File: src/hdl/slfr_pkg.sv
// ----------------------------------------------------------------------------
// slfr_pkg
// Shared widths, register indexes, reset values and control/status structs
// for the sync/length frame receiver.
// ----------------------------------------------------------------------------
package slfr_pkg;

	localparam int BYTE_W    = 8;
	localparam int LEN_W     = 7;
	localparam int CFG_IDX_W = 2;

	localparam int PAYLOAD_DEPTH_DEF = 64;

	// configuration register indexes
	localparam logic [CFG_IDX_W-1:0] REG_SYNC_FIRST  = 2'd0;
	localparam logic [CFG_IDX_W-1:0] REG_SYNC_SECOND = 2'd1;
	localparam logic [CFG_IDX_W-1:0] REG_RESERVED    = 2'd2;
	localparam logic [CFG_IDX_W-1:0] REG_MAX_LEN     = 2'd3;

	// register reset values
	localparam logic [BYTE_W-1:0] SYNC_FIRST_RST  = 8'h55;
	localparam logic [BYTE_W-1:0] SYNC_SECOND_RST = 8'h33;
	localparam logic [BYTE_W-1:0] RESERVED_RST    = 8'h00;
	localparam logic [LEN_W-1:0]  MAX_LEN_RST     = 7'd64;

	// controller -> datapath
	typedef struct packed {
		logic clear_cnt;   // count back to zero
		logic load_len;    // latch length byte
		logic write_byte;  // store payload byte at count
		logic inc_cnt;     // count + 1
		logic load_empty;  // output reg <- empty-frame beat
		logic load_data;   // output reg <- store read data
	} slfr_cmd_t;

	// datapath -> controller
	typedef struct packed {
		logic sync1_hit;
		logic sync2_hit;
		logic len_ok;
		logic rsv_hit;
		logic len_zero;
		logic cnt_last;    // count + 1 == expected length
		logic out_free;    // output reg can take a beat this cycle
	} slfr_stat_t;

endpackage

File: src/hdl/slfr_ram.sv
// ----------------------------------------------------------------------------
// slfr_ram
// Generic single-write, single-read RAM with registered read data.
// ----------------------------------------------------------------------------
module slfr_ram #(
	parameter int WIDTH = 8,
	parameter int DEPTH = 64,
	localparam int AW = (DEPTH > 1) ? $clog2(DEPTH) : 1
) (
	input  logic             clk,
	input  logic             we,
	input  logic [AW-1:0]    waddr,
	input  logic [WIDTH-1:0] wdata,
	input  logic [AW-1:0]    raddr,
	output logic [WIDTH-1:0] rdata
);

	logic [WIDTH-1:0] mem_q [DEPTH];
	logic [WIDTH-1:0] rdata_q;

	always_ff @(posedge clk) begin
		if (we) begin
			mem_q[waddr] <= wdata;
		end
		rdata_q <= mem_q[raddr];
	end

	assign rdata = rdata_q;

endmodule

File: src/hdl/slfr_ctrl.sv
// ----------------------------------------------------------------------------
// slfr_ctrl
// Frame hunt / payload / readout state machine.
// ----------------------------------------------------------------------------
module slfr_ctrl
	import slfr_pkg::*;
(
	input  logic       clk,
	input  logic       arst_n,
	input  logic       in_valid,
	output logic       in_ready,
	input  slfr_stat_t stat,
	output slfr_cmd_t  cmd
);

	localparam logic [2:0] S_SYNC1 = 3'd0;
	localparam logic [2:0] S_SYNC2 = 3'd1;
	localparam logic [2:0] S_LEN   = 3'd2;
	localparam logic [2:0] S_RSV   = 3'd3;
	localparam logic [2:0] S_PAY   = 3'd4;
	localparam logic [2:0] S_RD    = 3'd5;  // read address presented
	localparam logic [2:0] S_LD    = 3'd6;  // read data into output reg

	logic [2:0] state_q;
	logic [2:0] state_d;
	logic       in_fire;

	assign in_fire = in_valid && in_ready;

	always_comb begin
		state_d  = state_q;
		cmd      = '0;
		in_ready = 1'b0;
		unique case (state_q)
			S_SYNC1: begin
				in_ready = 1'b1;
				if (in_fire && stat.sync1_hit) begin
					state_d = S_SYNC2;
				end
			end
			S_SYNC2: begin
				in_ready = 1'b1;
				if (in_fire) begin
					// a bad second sync is dropped, not rechecked as a first sync
					if (stat.sync2_hit) begin
						state_d = S_LEN;
					end else begin
						cmd.clear_cnt = 1'b1;
						state_d       = S_SYNC1;
					end
				end
			end
			S_LEN: begin
				in_ready = 1'b1;
				if (in_fire) begin
					cmd.clear_cnt = 1'b1;
					if (stat.len_ok) begin
						cmd.load_len = 1'b1;
						state_d      = S_RSV;
					end else begin
						state_d = S_SYNC1;
					end
				end
			end
			S_RSV: begin
				// may emit the empty-frame beat
				in_ready = stat.out_free;
				if (in_fire) begin
					if (!stat.rsv_hit) begin
						cmd.clear_cnt = 1'b1;
						state_d       = S_SYNC1;
					end else if (stat.len_zero) begin
						cmd.load_empty = 1'b1;
						cmd.clear_cnt  = 1'b1;
						state_d        = S_SYNC1;
					end else begin
						state_d = S_PAY;
					end
				end
			end
			S_PAY: begin
				in_ready = 1'b1;
				if (in_fire) begin
					cmd.write_byte = 1'b1;
					if (stat.cnt_last) begin
						cmd.clear_cnt = 1'b1;
						state_d       = S_RD;
					end else begin
						cmd.inc_cnt = 1'b1;
					end
				end
			end
			S_RD: begin
				if (stat.out_free) begin
					state_d = S_LD;
				end
			end
			S_LD: begin
				cmd.load_data = 1'b1;
				if (stat.cnt_last) begin
					cmd.clear_cnt = 1'b1;
					state_d       = S_SYNC1;
				end else begin
					cmd.inc_cnt = 1'b1;
					state_d     = S_RD;
				end
			end
			default: begin
				cmd.clear_cnt = 1'b1;
				state_d       = S_SYNC1;
			end
		endcase
	end

	always_ff @(posedge clk or negedge arst_n) begin
		if (!arst_n) begin
			state_q <= S_SYNC1;
		end else begin
			state_q <= state_d;
		end
	end

	// readout never overlaps input
	a_no_in_during_readout: assert property (@(posedge clk) disable iff (!arst_n)
		(state_q == S_RD || state_q == S_LD) |-> !in_ready)
		else $error("input taken during readout");

	a_ld_follows_rd: assert property (@(posedge clk) disable iff (!arst_n)
		(state_q == S_LD) |-> $past(state_q) == S_RD)
		else $error("load without read cycle");

endmodule

File: src/hdl/slfr_dp.sv
// ----------------------------------------------------------------------------
// slfr_dp
// Config registers, length/count, payload store and output register.
// ----------------------------------------------------------------------------
module slfr_dp
	import slfr_pkg::*;
#(
	parameter int PAYLOAD_DEPTH = PAYLOAD_DEPTH_DEF
) (
	input  logic                 clk,
	input  logic                 arst_n,
	input  logic                 cfg_we,
	input  logic [CFG_IDX_W-1:0] cfg_index,
	input  logic [BYTE_W-1:0]    cfg_data,
	input  logic [BYTE_W-1:0]    rx_byte,
	input  slfr_cmd_t            cmd,
	output slfr_stat_t           stat,
	output logic                 out_valid,
	input  logic                 out_ready,
	output logic [BYTE_W-1:0]    out_byte,
	output logic [LEN_W-1:0]     frame_len,
	output logic                 empty_frame,
	output logic                 last
);

	localparam int AW = (PAYLOAD_DEPTH > 1) ? $clog2(PAYLOAD_DEPTH) : 1;
	localparam logic [BYTE_W-1:0] DEPTH_B = BYTE_W'(PAYLOAD_DEPTH);

	logic [BYTE_W-1:0] sync_first_q;
	logic [BYTE_W-1:0] sync_second_q;
	logic [BYTE_W-1:0] reserved_q;
	logic [LEN_W-1:0]  max_len_q;

	logic [LEN_W-1:0]  exp_len_q;
	logic [LEN_W-1:0]  cnt_q;
	logic [LEN_W-1:0]  cnt_inc;
	logic [LEN_W:0]    cnt_ext;
	logic [AW-1:0]     addr;
	logic [BYTE_W-1:0] max_ext;
	logic [BYTE_W-1:0] limit;
	logic [BYTE_W-1:0] rd_data;

	logic              out_valid_q;
	logic [BYTE_W-1:0] out_byte_q;
	logic [LEN_W-1:0]  frame_len_q;
	logic              empty_q;
	logic              last_q;

	always_ff @(posedge clk or negedge arst_n) begin
		if (!arst_n) begin
			sync_first_q  <= SYNC_FIRST_RST;
			sync_second_q <= SYNC_SECOND_RST;
			reserved_q    <= RESERVED_RST;
			max_len_q     <= MAX_LEN_RST;
		end else if (cfg_we) begin
			unique case (cfg_index)
				REG_SYNC_FIRST:  sync_first_q  <= cfg_data;
				REG_SYNC_SECOND: sync_second_q <= cfg_data;
				REG_RESERVED:    reserved_q    <= cfg_data;
				REG_MAX_LEN:     max_len_q     <= cfg_data[LEN_W-1:0];
				default: ;
			endcase
		end
	end

	// length limit is min(max_payload_len, store depth)
	assign max_ext = {1'b0, max_len_q};
	assign limit   = (max_ext > DEPTH_B) ? DEPTH_B : max_ext;

	assign cnt_inc = cnt_q + 1'b1;
	assign cnt_ext = {1'b0, cnt_q};
	assign addr    = cnt_ext[AW-1:0];

	always_ff @(posedge clk or negedge arst_n) begin
		if (!arst_n) begin
			exp_len_q <= '0;
			cnt_q     <= '0;
		end else begin
			if (cmd.load_len) begin
				exp_len_q <= rx_byte[LEN_W-1:0];
			end
			if (cmd.clear_cnt) begin
				cnt_q <= '0;
			end else if (cmd.inc_cnt) begin
				cnt_q <= cnt_inc;
			end
		end
	end

	slfr_ram #(
		.WIDTH(BYTE_W),
		.DEPTH(PAYLOAD_DEPTH)
	) u_store (
		.clk  (clk),
		.we   (cmd.write_byte),
		.waddr(addr),
		.wdata(rx_byte),
		.raddr(addr),
		.rdata(rd_data)
	);

	// output register
	always_ff @(posedge clk or negedge arst_n) begin
		if (!arst_n) begin
			out_valid_q <= 1'b0;
		end else if (cmd.load_data || cmd.load_empty) begin
			out_valid_q <= 1'b1;
		end else if (out_ready) begin
			out_valid_q <= 1'b0;
		end
	end

	always_ff @(posedge clk) begin
		if (cmd.load_empty) begin
			out_byte_q  <= '0;
			frame_len_q <= '0;
			empty_q     <= 1'b1;
			last_q      <= 1'b1;
		end else if (cmd.load_data) begin
			out_byte_q  <= rd_data;
			frame_len_q <= exp_len_q;
			empty_q     <= 1'b0;
			last_q      <= (cnt_inc == exp_len_q);
		end
	end

	assign stat.sync1_hit = (rx_byte == sync_first_q);
	assign stat.sync2_hit = (rx_byte == sync_second_q);
	assign stat.len_ok    = (rx_byte <= limit);
	assign stat.rsv_hit   = (rx_byte == reserved_q);
	assign stat.len_zero  = (exp_len_q == '0);
	assign stat.cnt_last  = (cnt_inc == exp_len_q);
	assign stat.out_free  = !out_valid_q || out_ready;

	assign out_valid   = out_valid_q;
	assign out_byte    = out_byte_q;
	assign frame_len   = frame_len_q;
	assign empty_frame = empty_q;
	assign last        = last_q;

	a_load_into_empty: assert property (@(posedge clk) disable iff (!arst_n)
		cmd.load_data |-> !out_valid_q)
		else $error("readout overwrote a pending beat");

	a_write_in_range: assert property (@(posedge clk) disable iff (!arst_n)
		cmd.write_byte |-> (cnt_q < exp_len_q))
		else $error("payload write past frame length");

	a_empty_len_zero: assert property (@(posedge clk) disable iff (!arst_n)
		cmd.load_empty |-> (exp_len_q == '0))
		else $error("empty beat with nonzero length");

endmodule

File: src/hdl/sync_length_frame_receiver.sv
// ----------------------------------------------------------------------------
// sync_length_frame_receiver
// Byte-stream deframer: sync pair, length, reserved byte, then payload;
// completed frames are replayed byte by byte with a last marker.
// ----------------------------------------------------------------------------
// Rate: while hunting for a header and while gathering payload the block takes
// one byte per clock; the reserved byte waits for a free output register. When
// the final payload byte of a frame lands, input stalls for the readout, which
// uses the registered read port of the payload RAM (address state, then load
// state, per beat) and waits on output backpressure. A zero-length frame gives
// one beat with empty_frame set and does not stall input beyond a full output
// register. The last beat of a frame may sit in the output register while the
// next header is already being hunted. No clearing pass after reset: store
// entries are read only after being written in the same frame. Config writes
// go straight to the registers and must only happen while the block is idle.
// ----------------------------------------------------------------------------
module sync_length_frame_receiver
	import slfr_pkg::*;
#(
	parameter int PAYLOAD_DEPTH = PAYLOAD_DEPTH_DEF
) (
	input  logic                 clk,
	input  logic                 arst_n,
	// config write port
	input  logic                 cfg_we,
	input  logic [CFG_IDX_W-1:0] cfg_index,
	input  logic [BYTE_W-1:0]    cfg_data,
	// input byte beats
	input  logic                 in_valid,
	output logic                 in_ready,
	input  logic [BYTE_W-1:0]    rx_byte,
	// output payload beats
	output logic                 out_valid,
	input  logic                 out_ready,
	output logic [BYTE_W-1:0]    out_byte,
	output logic [LEN_W-1:0]     frame_len,
	output logic                 empty_frame,
	output logic                 last
);

	slfr_cmd_t  cmd;
	slfr_stat_t stat;

	// control: header hunt, payload collect, readout sequencing
	slfr_ctrl u_ctrl (
		.clk     (clk),
		.arst_n  (arst_n),
		.in_valid(in_valid),
		.in_ready(in_ready),
		.stat    (stat),
		.cmd     (cmd)
	);

	// data: config regs, compares, counters, payload RAM, output register
	slfr_dp #(
		.PAYLOAD_DEPTH(PAYLOAD_DEPTH)
	) u_dp (
		.clk        (clk),
		.arst_n     (arst_n),
		.cfg_we     (cfg_we),
		.cfg_index  (cfg_index),
		.cfg_data   (cfg_data),
		.rx_byte    (rx_byte),
		.cmd        (cmd),
		.stat       (stat),
		.out_valid  (out_valid),
		.out_ready  (out_ready),
		.out_byte   (out_byte),
		.frame_len  (frame_len),
		.empty_frame(empty_frame),
		.last       (last)
	);

endmodule

File: config.mk
export PLATFORM = sky130hd
export DESIGN_NAME = sync_length_frame_receiver
export DESIGN_NICKNAME = d
export VERILOG_FILES = /design/src/hdl/slfr_pkg.sv /design/src/hdl/slfr_ram.sv /design/src/hdl/slfr_ctrl.sv /design/src/hdl/slfr_dp.sv /design/src/hdl/sync_length_frame_receiver.sv
export SDC_FILE = /design/constraint.sdc
export NUM_CORES = 1
export LEC_CHECK = 0
export BUFFER_PORTS_ARGS = -buffer_cell sky130_fd_sc_hd__buf_4
export CAP_MARGIN = 15
export CORE_MARGIN = 2
export CORE_UTILIZATION = 66
export DETAILED_ROUTE_END_ITERATION = 12
export GPL_ROUTABILITY_DRIVEN = 0
export MAX_ROUTING_LAYER = met4
export PLACE_DENSITY = 0.82
export SETUP_SLACK_MARGIN = 0.1
export SYNTH_ARGS = -nofsm -noshare
export SYNTH_HDL_FRONTEND = slang
export SYNTH_SLANG_ARGS = --single-unit
File: constraint.sdc
create_clock -name clk -period 7.2 [get_ports clk]
set_clock_uncertainty 0.15 [all_clocks]
set_input_delay 0.72 -clock clk [delete_from_list [all_inputs] [get_ports clk]]
set_output_delay 0.72 -clock clk [all_outputs]
set_load 0.1 [all_outputs]
# Word level (Yosys, flattened, before mapping)
# Memory sizes are Yosys's and may differ from the RTL's. A register that Yosys moved wholly into a read port is not among the register bits.
# Index checks and enable logic that the tools add are counted.
# op_classes
addsub,1
n_mul,0
div,0
order_cmp,2
eq_ne,20
shift,0
muxes,40
bitwise_logic,0
reduce_logical,17
# op_table
cell,count
two-way mux 3 bit,10
equality test 8 bit,3
two-way mux 7 bit,3
case mux 3 bit (7 select lines),1
two-way mux 1 bit,19
"!= test 2 x 1 -> 1 bit, second input constant",5
"equality test 3 bit, second input constant",3
<= comparator 8 bit,1
two-way mux 2 bit,4
AND reduction 2 bit,4
"adder 7 x 1 -> 7 bit, second input constant",1
equality test 7 bit,1
"greater-than comparator 7 bit, second input constant",1
logical NOT 7 bit,1
AND reduction 7 bit,1
"equality test 3 x 2 -> 1 bit, second input constant",2
case mux 1 bit (6 select lines),1
"equality test 2 bit, second input constant",2
"!= test 2 bit, second input constant",2
case mux 1 bit (2 select lines),2
nonzero test 2 bit,2
OR reduction 4 bit,1
"equality test 3 x 1 -> 1 bit, second input constant",1
logical NOT 3 bit,1
other kinds (6),8
# totals
regBits,66
latchBits,0
mem_bits_rw,512
romBits,0
in_bits,23
output_inout_bits,19
elab_cells,93
mem_count,1
# memory_table
memory,depth,width,read_ports,rd_ports_with_merged_regs,write_ports,line,rtl
u_dp.u_store.mem_q,64,8,1,1,1,slfr_ram.sv:18,logic [WIDTH-1:0] mem_q [DEPTH];

# Depth between registers and ports, before layout
# depth
depth_word,8
depth_mapped,10
ltp_nobuf,9

# Cells and area by module
# Synthesis repeated with hierarchy kept, for this count alone.
# unflattened
hier_cells,1251
hier_area_um2,23628.9
# modules_own_cells
mod,n_inst,cells_each,area_per_inst_um2
slfr_ram,1,940,20166.8
slfr_dp,1,262,3091.7
slfr_ctrl,1,49,370.4

# Worst setup path after synthesis
# No wires, ideal clock.
# synth_timing
path_type,register -> register
start,"register u_dp.out_valid_q, in the netlist u_dp.out_valid"
end,register u_dp.exp_len_q[0]
setup_ps,126
arrival_ps,3860
setup_slack_ps,3064
stages_incl_launch_ff,6
path_buffers,0
period_less_slack_ps,4136
path_cell_list,dfrtp_1 > nor2b_1 > a21o_1 > a22oi_1 > nand4_1 > mux2_2
# synth_between
elab_chain_cells,6
# synth_rtl
element,line,rtl
start: declaration,slfr_dp.sv:43,logic out_valid_q;
start signal: assignment,slfr_dp.sv:105,out_valid_q <= 1'b0;
start signal: assignment,slfr_dp.sv:107,out_valid_q <= 1'b1;
start signal: assignment,slfr_dp.sv:109,out_valid_q <= 1'b0;
logical NOT 1 bit,slfr_dp.sv:133,assign stat.out_free = !out_valid_q || out_ready;
logical OR 1 bit,slfr_dp.sv:133,
case mux 1 bit (2 select lines),slfr_ctrl.sv:34,unique case (state_q)
via in_ready,sync_length_frame_receiver.sv:30,"output logic in_ready,"
logical AND 1 bit,slfr_ctrl.sv:28,assign in_fire = in_valid && in_ready;
two-way mux 2 bit,slfr_ctrl.sv:55,if (in_fire) begin
two-way mux 1 bit,slfr_ctrl.sv:34,
end signal: assignment,slfr_dp.sv:80,exp_len_q <= rx_byte[LEN_W-1:0];
end: declaration,slfr_dp.sv:34,logic [LEN_W-1:0] exp_len_q;
# The timed path passes the listed nets, and every way through them passes these cells.
# A chain may end at the register's enable or synchronous reset.

# Worst setup path in the final report
# layout_timing
start,register u_dp.cnt_q[1]
end,register u_ctrl.state_q[2]
# layout_between
elab_chain_cells,4
# layout_rtl
element,line,rtl
start: declaration,slfr_dp.sv:35,logic [LEN_W-1:0] cnt_q;
start signal: assignment,slfr_dp.sv:85,cnt_q <= cnt_inc;
adder 7 x 1 -> 7 bit (*),slfr_dp.sv:70,assign cnt_inc = cnt_q + 1'b1;
equality test 7 bit (*),slfr_dp.sv:132,assign stat.cnt_last = (cnt_inc == exp_len_q);
two-way mux 3 bit or != test 2 bit (tied branches),--,
case mux 3 bit (7 select lines) or AND reduction 7 bit (tied branches),--,
end signal: assignment,slfr_ctrl.sv:119,state_q <= state_d;
end: declaration,slfr_ctrl.sv:24,logic [2:0] state_q;
# Every way passes the cells marked *; elsewhere a longest branch is shown, timed or not.

==> impl_metrics.json <==
{
  "dp.cells": 1882,
  "cts-root-buf": "clkbuf_16",
  "reg2reg_slack_ns": 3.23,
  "grt_max_degree": 70,
  "power_w": 0.00673,
  "placed_cell_area_um2": 24200,
  "drc": 0,
  "cts.reportedPaths.clkPinSlew_ns": 0.06,
  "setup_viol": 0,
  "endpoint": "u_ctrl.state_q[2]",
  "multiInputGateArea_um2": 6080,
  "status": "completed",
  "clkLatencyLatePin_ns": 0.61,
  "clock_sinks": 586,
  "regArea_um2": 17100,
  "grt_usage_pct": 32.0,
  "diodes": 0,
  "yosysSeqAreaShare_pct": 72.2,
  "syn_to_final_growth_pct": 9.37,
  "synth_area_um2": 23700,
  "nNetsFinal": 1512,
  "vias": 13900,
  "core_area_um2": 35500,
  "cts_tree": "done",
  "wl_per_cell_um": 29.0,
  "end_kind": "flop",
  "synthFlopType": "edfxtp_1",
  "row_count": 69,
  "maxSlewHeadroom_pct": 11.1,
  "period_needed_ns": 3.97,
  "die_y_um": 194,
  "critPathKind": "reg -> reg",
  "grt_pass1_vias": 13500,
  "cp.arrival_ns": 4.27,
  "ir_drop_mv": 0.250,
  "crit_start": "u_dp.cnt_q[1]",
  "die_w_um": 194,
  "max_freq_ghz": 0.252,
  "powerDensity_nw_per_um2": 260,
  "setup_tns_ns": 0,
  "routed_wirelength_um": 57600,
  "final_area_um2": 25900,
  "p_leak_nw": 8.33,
  "whs_ns": 0.221,
  "worst-path-buf-inv": 0,
  "dieArea_um2": 37400,
  "cp_slowest_cell": "dfrtp_4",
  "r2r-end": "u_ctrl.state_q[2]",
  "hold_viol": 0,
  "htreeDepth": 2,
  "syn-num-nets": 1478,
  "rr_worst_depth": 6,
  "cts_resized": 0,
  "yosys_warnings": 0,
  "async_flop_share_pct": 8.36,
  "crit_cells": 6,
  "drt-initial-drc-count": 2306,
  "cts_made_buffers": 55,
  "vias_per_cell": 7.01,
  "cp_top_family": "simple AND/OR/NAND/NOR gates",
  "critPathLaunchType": "flop",
  "synth-edff-count": 512,
  "synth_cells": 1447,
  "syn_avg_cell_area_um2": 16.4,
  "cap_violations": 0,
  "dp_hpwl_um": 34000,
  "cts_buffer_depth": 3,
  "fillers": 2021,
  "ys_ff_latch": 586,
  "synth_cell_types": 74,
  "postRouteAntennaNets": 0,
  "fin_cells": 1987,
  "slew_viol_final": 0,
  "worstPathRequired_ns": 7.51,
  "initial_utilization_pct": 66.8,
  "r2r-start": "u_dp.cnt_q[1]",
  "antenna_found_initial": 0,
  "period_share_pct": 55.1,
  "ios": 42,
  "first_pass_iters": 6,
  "io_buffers": 41,
  "rsz0062_at_grt": "false",
  "overflow": 0,
  "worstPathCellList": "nand3_1 > a211oi_2 > o211ai_1 > or4_1 > nor4b_2 > a311oi_1",
  "worst_hold_path_type": "in -> reg",
  "grt_pass1_wl_um": 86000,
  "worstMarginPinSlew_ns": 1.32,
  "postCtsSetupRepairBufs": 0,
  "drive_above_1_share_pct": 18.2,
  "cpPeakStageDelay_ns": 0.96,
  "crit_fanout": 60
}
per-layer routing:
layer | global-route usage, % | wire length (um) | vias to the layer above
met3 | 7.06 | 6610 | 216
met2 | 47.8 | 27100 | 1022
met4 | 15.2 | 2950 | 0
met5 | - | 0 | -
met1 | 42.5 | 21000 | 6901
li1 | - | - | 5785
stage by stage:
stage	setup slack, ns	utilization (%)
floorplan	3.06	-
global placement	3.44	68.3
detailed placement	3.30	68.3
CTS	3.29	73.0
global route	3.09	73.1
finish	3.23	73.1
kinds of logic (layout without fill, tap and decap cells):
group / count (synthesis) / count (layout) / synth area share, %
AOI/OAI and AO/OA: 277 / 277 / 8.13
DFF: 586 / 586 / 72.2
xor gates and xnor gates: 33 / 33 / 1.22
adders and majority gates: 9 / 9 / 0.470
and+or+nand+nor: 276 / 276 / 5.67
buffers and inverters: 90 / 169 / 2.17
muxes: 176 / 176 / 10.1
placed cells by master, fill, tap and decap left out, types with 15 or more instances in the layout:
cell       synthesis  layout
buf_4             16      58
mux4_2            43      43
clkbuf_16          0      56
dfrtp_1           40      37
edfxtp_1         512     512
clkbuf_1          29      26
dfxtp_1           25      25
a221oi_1          38      38
xnor2_1           16      16
o22ai_1           21      21
mux2_2            72      72
a22oi_1           57      57
mux2i_1           52      52
nor2_1            97      97
nand2_1           77      77
a21oi_1           66      66
nor2b_1           15      15
xor2_1            17      17
o21ai_0           27      27
registers in the layout (all words and copies together) (netlist names):
name / cells
u_dp.exp_len_q: 7
u_dp.u_store.rdata: 8
u_dp.u_store.mem_q: 512
u_dp.sync_second_q: 8
u_dp.last: 1
u_dp.max_len_q: 7
u_ctrl.state_q: 3
u_dp.cnt_q: 7
u_dp.out_valid: 1
u_dp.empty_frame: 1
u_dp.reserved_q: 8
u_dp.out_byte: 8
u_dp.frame_len: 7
u_dp.sync_first_q: 8
worst min path at each step:
stage	start	to	slack [ns]	depth (start not counted)
2_1_floorplan	arst_n	u_ctrl.state_q[0]	0.27	0
3_3_place_gp	u_dp.u_store.rdata[1]	u_dp.out_byte[1]	0.28	2
3_5_place_dp	u_dp.u_store.rdata[1]	u_dp.out_byte[1]	0.28	2
4_1_cts	cfg_data[6]	u_dp.max_len_q[6]	0.20	2
5_1_grt	cfg_data[7]	u_dp.reserved_q[7]	0.22	2
6_report	cfg_data[7]	u_dp.reserved_q[7]	0.22	2
Yosys cell counts, types with 6 or more instances:
cell type | instances | area [um^2]
mux2_2 | 72 | 811
nor4_1 | 6 | 37.5
o21ai_1 | 10 | 50.1
a21oi_1 | 66 | 330
mux2_1 | 8 | 90.1
o21ai_0 | 27 | 135
buf_2 | 27 | 135
dfstp_2 | 9 | 236
a22oi_1 | 57 | 428
ha_1 | 8 | 100
nand3_1 | 11 | 55.1
mux2i_1 | 52 | 521
nor2b_1 | 15 | 93.8
nor3_1 | 6 | 30.0
nand2_1 | 77 | 289
o22ai_1 | 21 | 131
mux4_2 | 43 | 968
xnor2_1 | 16 | 140
nand4_1 | 9 | 56.3
buf_6 | 11 | 124
or4_1 | 6 | 45.0
edfxtp_1 | 512 | 15400
clkbuf_1 | 29 | 109
a221oi_1 | 38 | 333
nor2_1 | 97 | 364
dfxtp_1 | 25 | 500
a22o_1 | 9 | 78.8
nand2b_1 | 10 | 62.6
buf_4 | 16 | 120
xor2_1 | 17 | 149
dfrtp_1 | 40 | 1000
nand3b_1 | 6 | 45.0
timing repair:
item	in CTS	in global routing
hold buffers	1	0
endpoints found under the hold margin	40	0
setup endpoints to repair	0	0
area by class of cell:
type	instances	share of cell area (%)
timing repair buffer	62	1.83
multi-input combinational	771	23.4
tap	461	2.22
sequential	586	66.1
inverter	5	0.0724
clock buffer	87	5.95
clock inverter	15	0.425
report_power, final:
part	internal, W	total (W)	switching [W]	leakage, nW
registers	0.00374	0.00377	0.0000303	5.40
clock network	0.00150	0.00271	0.00120	0.808
logic	0.0000997	0.000260	0.000160	2.13
total	0.00534	0.00673	0.00139	8.33
worst reg2reg max path: stages (launching register included):
cell and delay (ns):
dfrtp_4 0.96, nand3_1 0.99, a211oi_2 0.41, o211ai_1 0.14
or4_1 0.74, nor4b_2 0.33, a311oi_1 0.09
Power figures use the tool's default switching activity.
